--- config.mk ---
export PLATFORM = sky130hd
export DESIGN_NAME = led_strip_animation_sequencer_unit
export DESIGN_NICKNAME = d
export VERILOG_FILES = /design/src/design/lsas_pkg.sv /design/src/design/lsas_modu.sv /design/src/design/lsas_front.sv /design/src/design/lsas_queue.sv /design/src/design/lsas_back.sv /design/src/design/led_strip_animation_sequencer_unit.sv
export SDC_FILE = /design/constraint.sdc
export NUM_CORES = 1
export LEC_CHECK = 0
export BUFFER_PORTS_ARGS = -buffer_cell sky130_fd_sc_hd__buf_2
export CAP_MARGIN = 20
export CORE_ASPECT_RATIO = 1.75
export CORE_MARGIN = 2
export CORE_UTILIZATION = 66
export DETAILED_ROUTE_END_ITERATION = 8
export GPL_TIMING_DRIVEN = 0
export PLACE_DENSITY = 0.87
export SLEW_MARGIN = 5
export SYNTH_ARGS = -nofsm -noshare
export SYNTH_HDL_FRONTEND = slang
export SYNTH_SLANG_ARGS = --single-unit
--- constraint.sdc ---
create_clock -name clk -period 14.8 [get_ports clk]
set_clock_uncertainty 0.05 [all_clocks]
set_input_delay 0 -clock clk [delete_from_list [all_inputs] [get_ports clk]]
set_output_delay 0 -clock clk [all_outputs]
set_load 0.03 [all_outputs]
--- src/design/lsas_pkg.sv ---
// Shared types, constants and helper functions for the LED strip animation sequencer.
// Used by every module of the block; depends on nothing else.
package lsas_pkg;

  localparam int MAX_LEDS = 12;

  localparam logic [7:0]  FULL_LEVEL     = 8'd255;
  localparam logic [11:0] IDLE_WAIT      = 12'd2000;
  localparam logic [11:0] IDLE_REST      = 12'd3000;
  localparam logic [11:0] IDLE_PERIOD    = 12'd100;
  localparam logic [11:0] LISTEN_HALF    = 12'd80;
  localparam logic [11:0] LISTEN_PERIOD  = LISTEN_HALF + LISTEN_HALF;
  localparam logic [11:0] SPEAK_PERIOD   = 12'd20;
  localparam logic [11:0] SPEAK_REST     = 12'd200;
  localparam logic [11:0] ONESHOT_PERIOD = 12'd50;

  localparam logic REQ_TICK = 1'b0;
  localparam logic REQ_MODE = 1'b1;

  localparam logic [2:0] CFG_LED_COUNT    = 3'd0;
  localparam logic [2:0] CFG_LEVEL_STEP   = 3'd1;
  localparam logic [2:0] CFG_IDLE_COLOR   = 3'd2;
  localparam logic [2:0] CFG_LISTEN_COLOR = 3'd3;
  localparam logic [2:0] CFG_SPEAK_COLOR  = 3'd4;
  localparam logic [2:0] CFG_MUTE_COLOR   = 3'd5;
  localparam logic [2:0] CFG_UNMUTE_COLOR = 3'd6;

  typedef enum logic [2:0] {
    MODE_IDLE     = 3'd0,
    MODE_LISTEN   = 3'd1,
    MODE_SPEAK    = 3'd2,
    MODE_MUTE     = 3'd3,
    MODE_UNMUTE   = 3'd4,
    MODE_DISABLED = 3'd5
  } mode_t;

  typedef enum logic [1:0] {
    PH_WAIT = 2'd0,
    PH_UP   = 2'd1,
    PH_DOWN = 2'd2,
    PH_REST = 2'd3
  } phase_t;

  typedef enum logic {
    F_READY = 1'b0,
    F_MOD   = 1'b1
  } fstate_t;

  typedef enum logic [1:0] {
    B_IDLE = 2'd0,
    B_MUL  = 2'd1,
    B_DIV  = 2'd2,
    B_EMIT = 2'd3
  } bstate_t;

  typedef struct packed {
    logic [6:0]  led_count;
    logic [7:0]  level_step;
    logic [23:0] idle_color;
    logic [23:0] listen_color;
    logic [23:0] speak_color;
    logic [23:0] mute_color;
    logic [23:0] unmute_color;
  } cfg_t;

  // One frame to be drawn: the animation state right after the step that asked for it.
  typedef struct packed {
    mode_t      mode;
    logic       lit;
    logic [7:0] level;
    logic [5:0] chosen;
    logic [1:0] rot;
  } job_t;

  function automatic logic [6:0] strip_len(input logic [6:0] count);
    logic [6:0] n;
    begin
      if (count < 7'd3) begin
        n = 7'd3;
      end else if (count > 7'(MAX_LEDS)) begin
        n = 7'(MAX_LEDS);
      end else begin
        n = count;
      end
      return n;
    end
  endfunction

  function automatic logic [7:0] step_size(input logic [7:0] step);
    return (step == 8'd0) ? 8'd1 : step;
  endfunction

endpackage

--- src/design/lsas_modu.sv ---
// Iterative remainder unit: 16-bit dividend modulo a strip length of 3 to 12.
// One dividend bit per cycle, restoring form. Uses lsas_pkg.
module lsas_modu
  import lsas_pkg::*;
(
  input  logic        clk,
  input  logic        rst,
  input  logic        start,
  input  logic [15:0] dividend,
  input  logic [6:0]  divisor,
  output logic        done,
  output logic [5:0]  remainder
);

  logic        busy;
  logic        busy_next;
  logic [3:0]  cnt;
  logic [3:0]  cnt_next;
  logic [15:0] sh;
  logic [15:0] sh_next;
  logic [6:0]  rem;
  logic [6:0]  rem_next;
  logic [6:0]  dsr;
  logic [6:0]  dsr_next;
  logic        done_next;
  logic [6:0]  trial;

  assign trial = {rem[5:0], sh[15]};

  always_comb begin
    busy_next = busy;
    cnt_next  = cnt;
    sh_next   = sh;
    rem_next  = rem;
    dsr_next  = dsr;
    done_next = 1'b0;
    if (start) begin
      busy_next = 1'b1;
      cnt_next  = 4'd0;
      sh_next   = dividend;
      rem_next  = 7'd0;
      dsr_next  = divisor;
    end else if (busy) begin
      rem_next = (trial >= dsr) ? (trial - dsr) : trial;
      sh_next  = {sh[14:0], 1'b0};
      cnt_next = cnt + 4'd1;
      if (cnt == 4'd15) begin
        busy_next = 1'b0;
        done_next = 1'b1;
      end
    end
  end

  always_ff @(posedge clk) begin
    if (rst) begin
      busy <= 1'b0;
      done <= 1'b0;
      cnt  <= 4'd0;
    end else begin
      busy <= busy_next;
      done <= done_next;
      cnt  <= cnt_next;
    end
    sh  <= sh_next;
    rem <= rem_next;
    dsr <= dsr_next;
  end

  assign remainder = rem[5:0];

endmodule

--- src/design/lsas_front.sv ---
// Front end: accepts ticks and mode commands, keeps the animation state and queues frames.
// Uses lsas_pkg and the remainder unit lsas_modu.
module lsas_front
  import lsas_pkg::*;
(
  input  logic        clk,
  input  logic        rst,
  input  cfg_t        cfg,
  input  logic        in_valid,
  output logic        in_ready,
  input  logic        req_type,
  input  logic [2:0]  new_mode,
  input  logic [15:0] random_word,
  input  logic        q_full,
  output logic        push,
  output job_t        job
);

  fstate_t     fstate;
  fstate_t     fstate_next;
  mode_t       mode;
  mode_t       mode_next;
  phase_t      phase;
  phase_t      phase_next;
  logic [11:0] wait_left;
  logic [11:0] wait_left_next;
  logic [7:0]  level;
  logic [7:0]  level_next;
  logic [5:0]  chosen;
  logic [5:0]  chosen_next;
  logic [1:0]  rot;
  logic [1:0]  rot_next;

  logic        accept;
  logic        pick;
  logic        lit;
  logic        mod_done;
  logic [5:0]  mod_rem;
  logic [6:0]  n;
  logic [7:0]  s;
  logic [8:0]  up_sum;
  logic [11:0] period;

  assign n        = strip_len(cfg.led_count);
  assign s        = step_size(cfg.level_step);
  assign up_sum   = {1'b0, level} + {1'b0, s};
  assign in_ready = (fstate == F_READY) && !q_full;
  assign accept   = in_valid && in_ready;

  always_comb begin
    case (mode)
      MODE_IDLE:  period = IDLE_PERIOD;
      MODE_SPEAK: period = SPEAK_PERIOD;
      default:    period = ONESHOT_PERIOD;
    endcase
  end

  always_comb begin
    fstate_next = fstate;
    case (fstate)
      F_READY: begin
        if (accept && pick) begin
          fstate_next = F_MOD;
        end
      end
      F_MOD: begin
        if (mod_done) begin
          fstate_next = F_READY;
        end
      end
      default: fstate_next = F_READY;
    endcase
  end

  always_comb begin
    mode_next      = mode;
    phase_next     = phase;
    wait_left_next = wait_left;
    level_next     = level;
    chosen_next    = chosen;
    rot_next       = rot;
    push           = 1'b0;
    pick           = 1'b0;
    lit            = 1'b1;
    if (fstate == F_MOD) begin
      if (mod_done) begin
        chosen_next = mod_rem;
        push        = 1'b1;
      end
    end else if (accept && req_type == REQ_TICK) begin
      if (wait_left > 12'd1) begin
        wait_left_next = wait_left - 12'd1;
      end else begin
        wait_left_next = 12'd0;
        case (mode)
          MODE_IDLE, MODE_SPEAK, MODE_MUTE, MODE_UNMUTE: begin
            if (mode == MODE_IDLE && phase == PH_WAIT) begin
              pick           = 1'b1;
              phase_next     = PH_UP;
              level_next     = 8'd0;
              wait_left_next = IDLE_PERIOD;
            end else if (mode == MODE_IDLE && phase == PH_REST) begin
              phase_next     = PH_WAIT;
              wait_left_next = IDLE_WAIT;
              level_next     = 8'd0;
            end else if (mode == MODE_SPEAK && (phase == PH_REST || phase == PH_WAIT)) begin
              phase_next     = PH_UP;
              level_next     = 8'd0;
              wait_left_next = SPEAK_PERIOD;
              push           = 1'b1;
            end else if (phase == PH_UP) begin
              wait_left_next = period;
              push           = 1'b1;
              if (up_sum >= {1'b0, FULL_LEVEL}) begin
                level_next = FULL_LEVEL;
                phase_next = PH_DOWN;
              end else begin
                level_next = up_sum[7:0];
              end
            end else if (level > s) begin
              level_next     = level - s;
              wait_left_next = period;
              push           = 1'b1;
            end else begin
              push       = 1'b1;
              lit        = 1'b0;
              level_next = 8'd0;
              case (mode)
                MODE_IDLE: begin
                  phase_next     = PH_REST;
                  wait_left_next = IDLE_REST;
                end
                MODE_SPEAK: begin
                  phase_next     = PH_REST;
                  wait_left_next = SPEAK_REST;
                end
                default: begin
                  mode_next      = MODE_IDLE;
                  phase_next     = PH_WAIT;
                  wait_left_next = IDLE_WAIT;
                end
              endcase
            end
          end
          MODE_LISTEN: begin
            rot_next       = (rot >= 2'd2) ? 2'd0 : rot + 2'd1;
            wait_left_next = LISTEN_PERIOD;
            push           = 1'b1;
          end
          default: begin
            wait_left_next = 12'd0;
          end
        endcase
      end
    end else if (accept && new_mode <= MODE_DISABLED && new_mode != mode) begin
      case (mode_t'(new_mode))
        MODE_IDLE: begin
          mode_next      = MODE_IDLE;
          phase_next     = PH_WAIT;
          wait_left_next = IDLE_WAIT;
          level_next     = 8'd0;
        end
        MODE_LISTEN: begin
          mode_next      = MODE_LISTEN;
          phase_next     = PH_WAIT;
          level_next     = 8'd0;
          rot_next       = 2'd0;
          wait_left_next = LISTEN_PERIOD;
          push           = 1'b1;
        end
        MODE_SPEAK: begin
          mode_next      = MODE_SPEAK;
          phase_next     = PH_UP;
          level_next     = 8'd0;
          wait_left_next = SPEAK_PERIOD;
          push           = 1'b1;
        end
        MODE_MUTE, MODE_UNMUTE: begin
          mode_next      = mode_t'(new_mode);
          phase_next     = PH_UP;
          level_next     = 8'd0;
          wait_left_next = ONESHOT_PERIOD;
          push           = 1'b1;
        end
        default: begin
          mode_next      = MODE_DISABLED;
          phase_next     = PH_WAIT;
          level_next     = 8'd0;
          wait_left_next = 12'd0;
          push           = 1'b1;
          lit            = 1'b0;
        end
      endcase
    end
  end

  always_comb begin
    job.mode   = mode_next;
    job.lit    = lit;
    job.level  = level_next;
    job.chosen = chosen_next;
    job.rot    = rot_next;
  end

  lsas_modu u_modu (
    .clk       (clk),
    .rst       (rst),
    .start     (pick),
    .dividend  (random_word),
    .divisor   (n),
    .done      (mod_done),
    .remainder (mod_rem)
  );

  always_ff @(posedge clk) begin
    if (rst) begin
      fstate    <= F_READY;
      mode      <= MODE_IDLE;
      phase     <= PH_WAIT;
      wait_left <= 12'd0;
      level     <= 8'd0;
      chosen    <= 6'd0;
      rot       <= 2'd0;
    end else begin
      fstate    <= fstate_next;
      mode      <= mode_next;
      phase     <= phase_next;
      wait_left <= wait_left_next;
      level     <= level_next;
      chosen    <= chosen_next;
      rot       <= rot_next;
    end
  end

  a_done_in_mod : assert property (@(posedge clk) disable iff (rst)
    mod_done |-> (fstate == F_MOD))
    else $error("remainder finished outside of the LED pick");

  a_push_space : assert property (@(posedge clk) disable iff (rst)
    push |-> !q_full)
    else $error("frame pushed into a full queue");

  a_wait_bound : assert property (@(posedge clk) disable iff (rst)
    wait_left <= IDLE_REST)
    else $error("wait counter beyond the longest wait");

  a_pick_ramp : assert property (@(posedge clk) disable iff (rst)
    (fstate == F_MOD) |-> (mode == MODE_IDLE && phase == PH_UP && level == 8'd0))
    else $error("LED pick pending without a fresh idle ramp");

endmodule

--- src/design/lsas_queue.sv ---
// Two-entry frame queue between the front end and the pixel back end.
// Uses lsas_pkg for the frame type.
module lsas_queue
  import lsas_pkg::*;
(
  input  logic clk,
  input  logic rst,
  input  logic push,
  input  job_t push_job,
  input  logic pop,
  output job_t head,
  output logic empty,
  output logic full
);

  job_t       slots [2];
  logic       wr_ptr;
  logic       rd_ptr;
  logic [1:0] count;

  assign empty = (count == 2'd0);
  assign full  = (count == 2'd2);
  assign head  = slots[rd_ptr];

  always_ff @(posedge clk) begin
    if (rst) begin
      wr_ptr <= 1'b0;
      rd_ptr <= 1'b0;
      count  <= 2'd0;
    end else begin
      if (push) begin
        wr_ptr <= ~wr_ptr;
      end
      if (pop) begin
        rd_ptr <= ~rd_ptr;
      end
      if (push && !pop) begin
        count <= count + 2'd1;
      end else if (pop && !push) begin
        count <= count - 2'd1;
      end
    end
    if (push) begin
      slots[wr_ptr] <= push_job;
    end
  end

endmodule

--- src/design/lsas_back.sv ---
// Back end: takes one queued frame, scales its color once (listen color unscaled), then sends
// one pixel word per cycle while the receiver is ready. Uses lsas_pkg.
module lsas_back
  import lsas_pkg::*;
(
  input  logic        clk,
  input  logic        rst,
  input  cfg_t        cfg,
  input  job_t        head,
  input  logic        q_empty,
  output logic        pop,
  output logic        out_valid,
  input  logic        out_ready,
  output logic [5:0]  pixel_index,
  output logic [23:0] pixel_color,
  output logic        frame_end,
  output logic [2:0]  mode_now
);

  function automatic logic [7:0] div255(input logic [15:0] x);
    logic [16:0] t;
    begin
      t = {1'b0, x} + 17'd1 + {9'd0, x[15:8]};
      return t[15:8];
    end
  endfunction

  bstate_t     bstate;
  bstate_t     bstate_next;
  job_t        cur;
  logic [6:0]  n;
  logic [23:0] base_color;
  logic [15:0] prod_r;
  logic [15:0] prod_g;
  logic [15:0] prod_b;
  logic [23:0] scaled;
  logic [5:0]  idx;
  logic [6:0]  grp;
  logic [1:0]  m3;
  logic        en;
  logic        last;
  logic [23:0] color;

  assign en   = !out_valid || out_ready;
  assign last = ({1'b0, idx} + 7'd1 == n);
  assign pop  = (bstate == B_IDLE) && !q_empty;

  always_comb begin
    case (cur.mode)
      MODE_IDLE:   base_color = cfg.idle_color;
      MODE_SPEAK:  base_color = cfg.speak_color;
      MODE_MUTE:   base_color = cfg.mute_color;
      MODE_UNMUTE: base_color = cfg.unmute_color;
      default:     base_color = 24'd0;
    endcase
  end

  always_comb begin
    bstate_next = bstate;
    case (bstate)
      B_IDLE: begin
        if (!q_empty) begin
          bstate_next = B_MUL;
        end
      end
      B_MUL:  bstate_next = B_DIV;
      B_DIV:  bstate_next = B_EMIT;
      B_EMIT: begin
        if (en && last) begin
          bstate_next = B_IDLE;
        end
      end
      default: bstate_next = B_IDLE;
    endcase
  end

  always_comb begin
    color = 24'd0;
    if (cur.lit) begin
      case (cur.mode)
        MODE_IDLE: begin
          if (idx == cur.chosen) begin
            color = scaled;
          end
        end
        MODE_LISTEN: begin
          if (m3 == cur.rot && (grp + 7'd3) <= n) begin
            color = scaled;
          end
        end
        MODE_SPEAK, MODE_MUTE, MODE_UNMUTE: color = scaled;
        default: color = 24'd0;
      endcase
    end
  end

  always_ff @(posedge clk) begin
    if (rst) begin
      bstate    <= B_IDLE;
      out_valid <= 1'b0;
    end else begin
      bstate <= bstate_next;
      if (bstate == B_EMIT && en) begin
        out_valid <= 1'b1;
      end else if (out_ready) begin
        out_valid <= 1'b0;
      end
    end
    if (pop) begin
      cur <= head;
      n   <= strip_len(cfg.led_count);
    end
    if (bstate == B_MUL) begin
      prod_r <= {8'd0, base_color[23:16]} * {8'd0, cur.level};
      prod_g <= {8'd0, base_color[15:8]} * {8'd0, cur.level};
      prod_b <= {8'd0, base_color[7:0]} * {8'd0, cur.level};
    end
    if (bstate == B_DIV) begin
      idx <= 6'd0;
      grp <= 7'd0;
      m3  <= 2'd0;
      if (cur.mode == MODE_LISTEN) begin
        scaled <= cfg.listen_color;
      end else begin
        scaled <= {div255(prod_r), div255(prod_g), div255(prod_b)};
      end
    end
    if (bstate == B_EMIT && en) begin
      pixel_index <= idx;
      pixel_color <= color;
      frame_end   <= last;
      mode_now    <= cur.mode;
      idx         <= idx + 6'd1;
      if (m3 == 2'd2) begin
        m3  <= 2'd0;
        grp <= grp + 7'd3;
      end else begin
        m3 <= m3 + 2'd1;
      end
    end
  end

  a_idx_range : assert property (@(posedge clk) disable iff (rst)
    (bstate == B_EMIT) |-> ({1'b0, idx} < n))
    else $error("pixel index ran past the strip length");

  a_group_phase : assert property (@(posedge clk) disable iff (rst)
    (bstate == B_EMIT) |-> (m3 != 2'd3 && grp + {5'd0, m3} == {1'b0, idx}))
    else $error("group counters out of step with the pixel index");

  a_last_closes : assert property (@(posedge clk) disable iff (rst)
    (bstate == B_EMIT && en && last) |=> (out_valid && frame_end && bstate == B_IDLE))
    else $error("last pixel did not close the frame");

endmodule

--- src/design/led_strip_animation_sequencer_unit.sv ---
// Top level of the LED strip animation sequencer: configuration registers and the
// front end, frame queue and pixel back end. Uses lsas_pkg, lsas_front, lsas_queue, lsas_back.
//
//   channel   direction  handshake                 payload
//   s_axis    in         s_axis_tvalid/tready      tdata: new_mode, random_word; tuser: req_type
//   m_axis    out        m_axis_tvalid/tready      tdata: pixel_index, pixel_color, mode_now;
//                                                  tlast: frame_end
//   cfg       in         cfg_we                    cfg_index, cfg_data
//
// The front end acts on a tick or command as it is taken; a tick picking the idle LED
// holds the input until the remainder unit, running one bit per cycle, is done.
// A popped frame passes the back end's multiply and divide states, then its n pixel words
// leave one a cycle while the receiver is ready. Two frames may wait in the queue; apart
// from the LED pick, the input stalls only when the queue is full. Reset is synchronous;
// it resets control state and configuration, not the datapath registers.
module led_strip_animation_sequencer_unit
  import lsas_pkg::*;
(
  input  logic        clk,
  input  logic        rst,
  input  logic        s_axis_tvalid,
  output logic        s_axis_tready,
  input  logic [23:0] s_axis_tdata,   // new_mode[2:0], random_word[18:3], zero fill
  input  logic        s_axis_tuser,   // req_type[0]
  output logic        m_axis_tvalid,
  input  logic        m_axis_tready,
  output logic [39:0] m_axis_tdata,   // pixel_index[5:0], pixel_color[29:6], mode_now[32:30]
  output logic        m_axis_tlast,
  input  logic        cfg_we,
  input  logic [2:0]  cfg_index,
  input  logic [23:0] cfg_data
);

  cfg_t        cfg;
  logic        push;
  job_t        push_job;
  logic        pop;
  job_t        head;
  logic        q_empty;
  logic        q_full;
  logic [5:0]  pixel_index;
  logic [23:0] pixel_color;
  logic [2:0]  mode_now;

  always_ff @(posedge clk) begin
    if (rst) begin
      cfg.led_count    <= 7'd12;
      cfg.level_step   <= 8'd5;
      cfg.idle_color   <= 24'd0;
      cfg.listen_color <= 24'd0;
      cfg.speak_color  <= 24'd0;
      cfg.mute_color   <= 24'd0;
      cfg.unmute_color <= 24'd0;
    end else if (cfg_we) begin
      case (cfg_index)
        CFG_LED_COUNT:    cfg.led_count    <= cfg_data[6:0];
        CFG_LEVEL_STEP:   cfg.level_step   <= cfg_data[7:0];
        CFG_IDLE_COLOR:   cfg.idle_color   <= cfg_data;
        CFG_LISTEN_COLOR: cfg.listen_color <= cfg_data;
        CFG_SPEAK_COLOR:  cfg.speak_color  <= cfg_data;
        CFG_MUTE_COLOR:   cfg.mute_color   <= cfg_data;
        CFG_UNMUTE_COLOR: cfg.unmute_color <= cfg_data;
        default: ;
      endcase
    end
  end

  lsas_front u_front (
    .clk         (clk),
    .rst         (rst),
    .cfg         (cfg),
    .in_valid    (s_axis_tvalid),
    .in_ready    (s_axis_tready),
    .req_type    (s_axis_tuser),
    .new_mode    (s_axis_tdata[2:0]),
    .random_word (s_axis_tdata[18:3]),
    .q_full      (q_full),
    .push        (push),
    .job         (push_job)
  );

  lsas_queue u_queue (
    .clk      (clk),
    .rst      (rst),
    .push     (push),
    .push_job (push_job),
    .pop      (pop),
    .head     (head),
    .empty    (q_empty),
    .full     (q_full)
  );

  lsas_back u_back (
    .clk         (clk),
    .rst         (rst),
    .cfg         (cfg),
    .head        (head),
    .q_empty     (q_empty),
    .pop         (pop),
    .out_valid   (m_axis_tvalid),
    .out_ready   (m_axis_tready),
    .pixel_index (pixel_index),
    .pixel_color (pixel_color),
    .frame_end   (m_axis_tlast),
    .mode_now    (mode_now)
  );

  assign m_axis_tdata = {7'd0, mode_now, pixel_color, pixel_index};

endmodule

# After elaboration in Yosys (flattened, before gate mapping)
# Memories as Yosys holds them, arrays and structs flattened. A register that Yosys moved wholly into a read port is not among the register bits.
# Index checks and enable logic that the tools add are counted.
[totals]
register_bits = 339
mem_bits_rw = 40
in_bits = 57
out_inout_bits = 43
word_cells = 278
memories = 1
[op_classes]
addsub = 18
n_mul = 3
order_cmp = 9
n_eq_ne = 36
muxes = 116
bitwise_logic = 5
reduce_logical = 53
[mem_list]
columns = ["name", "words", "word_bits", "rd", "rd_ports_with_merged_regs", "write_ports", "line", "rtl"]
rows = [
  ["u_queue.slots", 2, 20, 1, 1, 1, "lsas_queue.sv:16", "job_t slots [2];"],
]
[ops]
columns = ["cell", "n"]
rows = [
  ["$mux 12", 8],
  ["$mux 8", 12],
  ["$pmux 24 s4", 1],
  ["$mux 24", 3],
  ["$pmux 24 s3", 1],
  ["$mux 2", 25],
  ["$add 16x1->16 const B", 3],
  ["$add 16x8->16", 3],
  ["$mul 8x8->16", 3],
  ["$pmux 12 s2", 2],
  ["$pmux 11 s4", 1],
  ["$mux 1", 35],
  ["$mux 7", 5],
  ["$mux 3", 11],
  ["$mux 16", 2],
  ["$mux 6", 5],
  ["$eq 3x2->1 const B", 8],
  ["$eq 3x3->1 const B", 6],
  ["$reduce_and 2->1", 9],
  ["$logic_and 1x1->1", 15],
  ["$pmux 7 s2", 1],
  ["$eq 3x1->1 const B", 4],
  ["$gt 12x1->1 const B", 1],
  ["$logic_not 3->1", 4],
  ["42 further kinds", 72],
]

# Longest topological paths before layout
[depth]
depth_word = 13
depth_mapped = 22
mapped_depth_nobuf = 20

# Modules after synthesis
# A second synthesis with hierarchy kept.
[unflattened]
hier_cells = 2473
area_unflattened_um2 = 26182.6
[modules_own_cells]
columns = ["mod", "n_inst", "cells_per_inst", "area_each_um2"]
rows = [
  ["lsas_back", 1, 1315, 14005.9],
  ["led_strip_animation_sequencer_unit", 1, 483, 5381.4],
  ["lsas_front", 1, 449, 3438.3],
  ["lsas_modu", 1, 142, 1712.9],
  ["lsas_queue", 1, 84, 1644.1],
]

# Worst setup path after synthesis
# OpenSTA, ideal clock, no wires.
[synth_path]
kind = "register to register"
startpoint = "register u_back.cur[17] (netlist name)"
endpoint = "register u_back.prod_g[15], data pin"
t_arrival_ns = 5.665
slack_ns = 8.823
stages_incl_launch_ff = 21
path_buffers = 2
cell_sequence = "edfxtp_1 -> and3b_1 -> clkbuf_1 -> clkbuf_1 -> a22o_1 -> a221oi_1 -> nor2b_1 -> fa_1 -> fa_1 -> fa_1 -> inv_1 -> fa_1 -> inv_1 -> ha_1 -> or3_1 -> o21ai_0 -> a21oi_1 -> and4_1 -> a2111oi_2 -> a22oi_1 -> xnor2_1"
[synth_between]
elab_chain_cells = 3
word_cells_on_any_way = 6
[synth_rtl]
columns = ["item", "line", "rtl"]
rows = [
  ["$eq 3x3->1 (tied with other cells)", "lsas_back.sv:49", "case (cur.mode)"],
  ["$pmux 24 s4 *", "lsas_back.sv:49", ""],
  ["$mul 8x8->16 *", "lsas_back.sv:115", "prod_g <= {8'd0, base_color[15:8]} * {8'd0, cur.level};"],
  ["end signal: assignment", "lsas_back.sv:115", ""],
  ["end: declaration", "lsas_back.sv:34", "logic [15:0] prod_g;"],
]
# Mark *: on every way between the ends. The rest lies on a longest branch, timed or not.
# A chain may end at the register's enable or synchronous reset.

# Final worst setup path
[layout_path]
startpoint = "register u_back.cur[17] (netlist name)"
endpoint = "register u_back.prod_b[15], data pin"
[layout_between]
elab_chain_cells = 3
word_cells_on_any_way = 6
[layout_rtl]
columns = ["item", "line", "rtl"]
rows = [
  ["$eq 3x3->1 (tied with other cells)", "lsas_back.sv:49", ""],
  ["$pmux 24 s4 *", "lsas_back.sv:49", ""],
  ["$mul 8x8->16 *", "lsas_back.sv:116", "prod_b <= {8'd0, base_color[7:0]} * {8'd0, cur.level};"],
  ["end signal: assignment", "lsas_back.sv:116", ""],
  ["end: declaration", "lsas_back.sv:35", "logic [15:0] prod_b;"],
]
# Marks and branches as above.

==> results.txt <==
- Yosys mapped a number of flops with a built-in enable equal to 204.
- Total of warnings raised by yosys: 0
- Of all nets on the critical path, the largest fanout is 10.
* Clock power share: 0.269
* Overflow after GRT: 0
- Post-synthesis sequential area ratio: 0.412
- Synthesized-area fraction occupied by ao, oa, aoi and oai cells: 0.114
* Area of the core: 0.0365 mm^2
* Clock Tree Root: clkbuf_16
- Via Count: 19400
- TritonCTS Buffers: 37
- Die extent in x: 149 um
- Netlist area before placement: 0.0243 mm^2
* Register-to-register setup slack: 7600 ps
- Most area-hungry cell type in the Yosys netlist: edfxtp_1
- The floorplan step defined a die boundary enclosing 0.0385 mm^2.
- For this run, the top clock speed supported by timing is 139 MHz.
- Of the total synthesized cell area, the portion taken by AND, OR, NAND and NOR gates is 0.182.
- Synthesis handed over a netlist of 2493 instances.
* Sw power: 1.31 mW
* Category of the worst setup path launch point: flop
- Pin count of the biggest net entering global routing: 33
- Sum of negative setup slack: 0 ps
* Launch point of the worst reg-to-reg path: u_back.cur[17]
- The share of total power dissipated in sequential elements is 0.419.
* Routed len/inst: 21.0 um
- The final-report hold violation count was 0.
- At the worst endpoint, the required time is 15060 ps.
- After detailed routing, the number of vias per cell comes to 6.06.
- Clock H-tree levels: 2
- Initial antenna violation count: 2
- The share of total power dissipated in combinational logic is 0.312.
- Flop and latch count out of synthesis: 399
* Global-route wire length before repair: 105 mm
- In the final layout, the share of cells above drive strength 1 is 0.0813.
- On the final layout, the worst hold slack is 18.2 ps.
* Leading register cell type out of synthesis: edfxtp_1
* Number of distinct library cells after synthesis: 80
- For this design the static power due to leakage is 11.3 nW.
- Highest-count cells in the layout ignoring fill and taps: nand2_1, a21oi_1, edfxtp_1, inv_1, dfxtp_1
* Largest family of logic cells by synthesized area: simple AND/OR/NAND/NOR gates
- The number of gates resized after CTS was 0.
- The pre-antenna-repair detailed-routing pass consisted of 5 iterations.
- Worst-skew pair later-pin latency: 560 ps
* Number of buffers on the longest clock path: 3
* Clock slew at the register clock pins of the worst setup and hold paths: 70 ps
- Switching share of power: 0.357
- Min Clock Period, post-route: 7200 ps
- Max-cap violation count: 0
- Estimated wirelength of the detail-placed design: 50.6 mm
* Post-synthesis mux area share: 0.0191
- In this run the power density over the cells is 135 mW/mm^2.
* Cell count after placement: 3070
- Buffers added on ports: 82
- Dividing the final minimum period by the clock period gives 0.486.
- Max-slew violation count: 0
- TritonCTS built the clock tree.
* Signed area change from the synthesized netlist to the final layout: 12.1%
* Site Rows: 93
- Across every metal layer, demand over resource in global routing totals 0.354.
- In the final design database the tool counted 3031 nets.
* Parity-gate share of the synthesized area counting xor and xnor cells: 0.0403
- Clock sink total: 399
- The sequential cells in the finished layout cover a total of 0.0100 mm^2.
- Number of antenna-violating nets in the routed design: 0
- Final standard cell count with taps included and fillers excluded: 3195
- Int Power: 2.36 mW
- Vias in the first global route: 20800
- In this run the most critical hold path is launched from s_axis_tvalid.
- Synth top area cells: edfxtp_1, dfxtp_1, fa_1
- Averaged over all synthesized cells, the footprint is 9.76 um^2.
* Measured slew at the worst slew-check pin: 1310 ps
* Type of element capturing the critical path: flop
* Status: completed
- Area used by multi-input combinational logic: 0.0131 mm^2
- Setup violations, final: 0
- Height of the chip: 258 um
- Critical Path AT: 7450 ps
* Final-layout fill cell count: 2447
- Fraction of synthesized cell area taken by the top area cell type: 0.252
- By startpoint and endpoint, the worst setup path is classified as reg -> reg.
- Number of DRC violations after detailed routing: 0
- Detailed Route Iter0 Violations: 1378
* Total setup buffers inserted after CTS: 0
* IR drop worst, VDD: 0.143 mV
- Most frequent standard cell in the layout excluding fill and tap cells: nand2_1
- Adder-cell share of the synthesized area: 0.181
- Setup repair after global routing left no endpoint under its margin.
- The congestion estimate from routability-driven global placement came to 0.984.
- Effective utilization at floorplan: 0.666
* Class of the most critical hold timing path: in -> reg
- Routed wire length: 67.2 mm
- In this run the tightest slew margin relative to its limit is 0.127.
- Share of synthesized registers carrying an async set or reset: 0
* Number of primary I/O pins: 100
* Startpoint of the most critical setup path: u_back.cur[17]
power by group through the flow:
stage	Combinational [mW]	Clock (mW)	Sequential (mW)
after global routing	1.24	1.03	1.55
final	1.15	0.990	1.54
after global placement	1.01	0	1.55
after floorplan	0.746	0	1.51
after detailed placement	1.08	0	1.55
after CTS	1.12	0.992	1.53
logic make-up after synthesis:
family | after synthesis
and+or+nand+nor | 902
DFF | 399
muxes | 43
buffers and inverters | 315
adders and majority gates | 286
other | 1
AOI/OAI and AO/OA | 435
xor gates and xnor gates | 112
metal layers:
layer,part of all wire,wire length (um),track usage
met1,0.31,20700,0.323
met3,0.055,3730,0.0588
met4,0.10,6690,0.311
met5,0,0,0
met2,0.54,36100,0.658
what timing repair did:
| item | CTS | global route |
|---|---|---|
| endpoints found under the hold margin | 156 | 0 |
| hold buffers | 49 | 0 |
| endpoints found under the setup margin | 0 | 0 |
area by class of cell:
class / count / area share
buffer: 112 / 0.0168
timing repair buffer: 144 / 0.0380
antenna: 3 / 0.000275
tap: 475 / 0.0218
clock inverter: 17 / 0.00647
sequential: 399 / 0.368
multi-input combinational: 1791 / 0.482
inverter: 203 / 0.0279
clock buffer: 51 / 0.0392
flip-flops by register name, indices dropped and copies added (netlist names), 16 cells and up:
| register | flops |
|---|---|
| u_queue.slots | 40 |
| u_back.scaled | 24 |
| u_back.prod_b | 16 |
| u_back.pixel_color | 24 |
| u_back.cur | 20 |
| u_back.prod_g | 16 |
| u_back.prod_r | 16 |
| u_front.u_modu.sh | 16 |
| cfg | 135 |
synthesized netlist by cell type, types with 13 or more instances:
cell and instances:
a21o_1 15, nor2_1 104, nor3_1 39, nor2b_1 177
and2_1 51, nand2b_1 52, a21oi_1 207, nand3_1 36
a221oi_1 25, ha_1 175, o21a_1 17, xnor2_1 67
a31oi_1 13, mux2_2 28, xor2_1 45, fa_1 111
dfxtp_1 195, a22o_1 29, inv_1 203, edfxtp_1 204
clkbuf_1 98, mux2i_1 15, o21ai_0 53, nand2_1 373
and3_1 13
final timing paths:
kind                           to  depth (start not counted)
max             u_back.prod_b[15]                         20
max reg2reg     u_back.prod_b[15]                         20
min          u_front.wait_left[2]                          5
min reg2reg               cfg[54]                          2
per-stage QoR:
step / setup WS [ps] / area (um^2) / power, mW / util
after CTS: 7630 / 27200 / 3.64 / 0.745
final: 7600 / 27300 / 3.68 / 0.746
after detailed placement: 7650 / 25500 / 2.64 / 0.698
after global routing: 7130 / 27300 / 3.82 / 0.746
after global placement: 7550 / 25400 / 2.56 / 0.695
after floorplan: 8820 / 24400 / 2.25 / -
worst max-delay path: stages, from the launching register on:
cell and delay, ps:
edfxtp_1 580, and3b_1 270, clkbuf_1 170, clkbuf_1 360, a22o_1 290, a221oi_1 990
nor2b_1 170, fa_1 620, fa_1 440, fa_1 490, inv_1 50, fa_1 470
inv_1 40, ha_1 330, or3_1 370, o21ai_0 80, a21oi_1 70, and4_1 220
a2111oi_1 560, a21oi_1 170, xnor2_1 150
No activity file was read; power rests on OpenSTA's default activity.
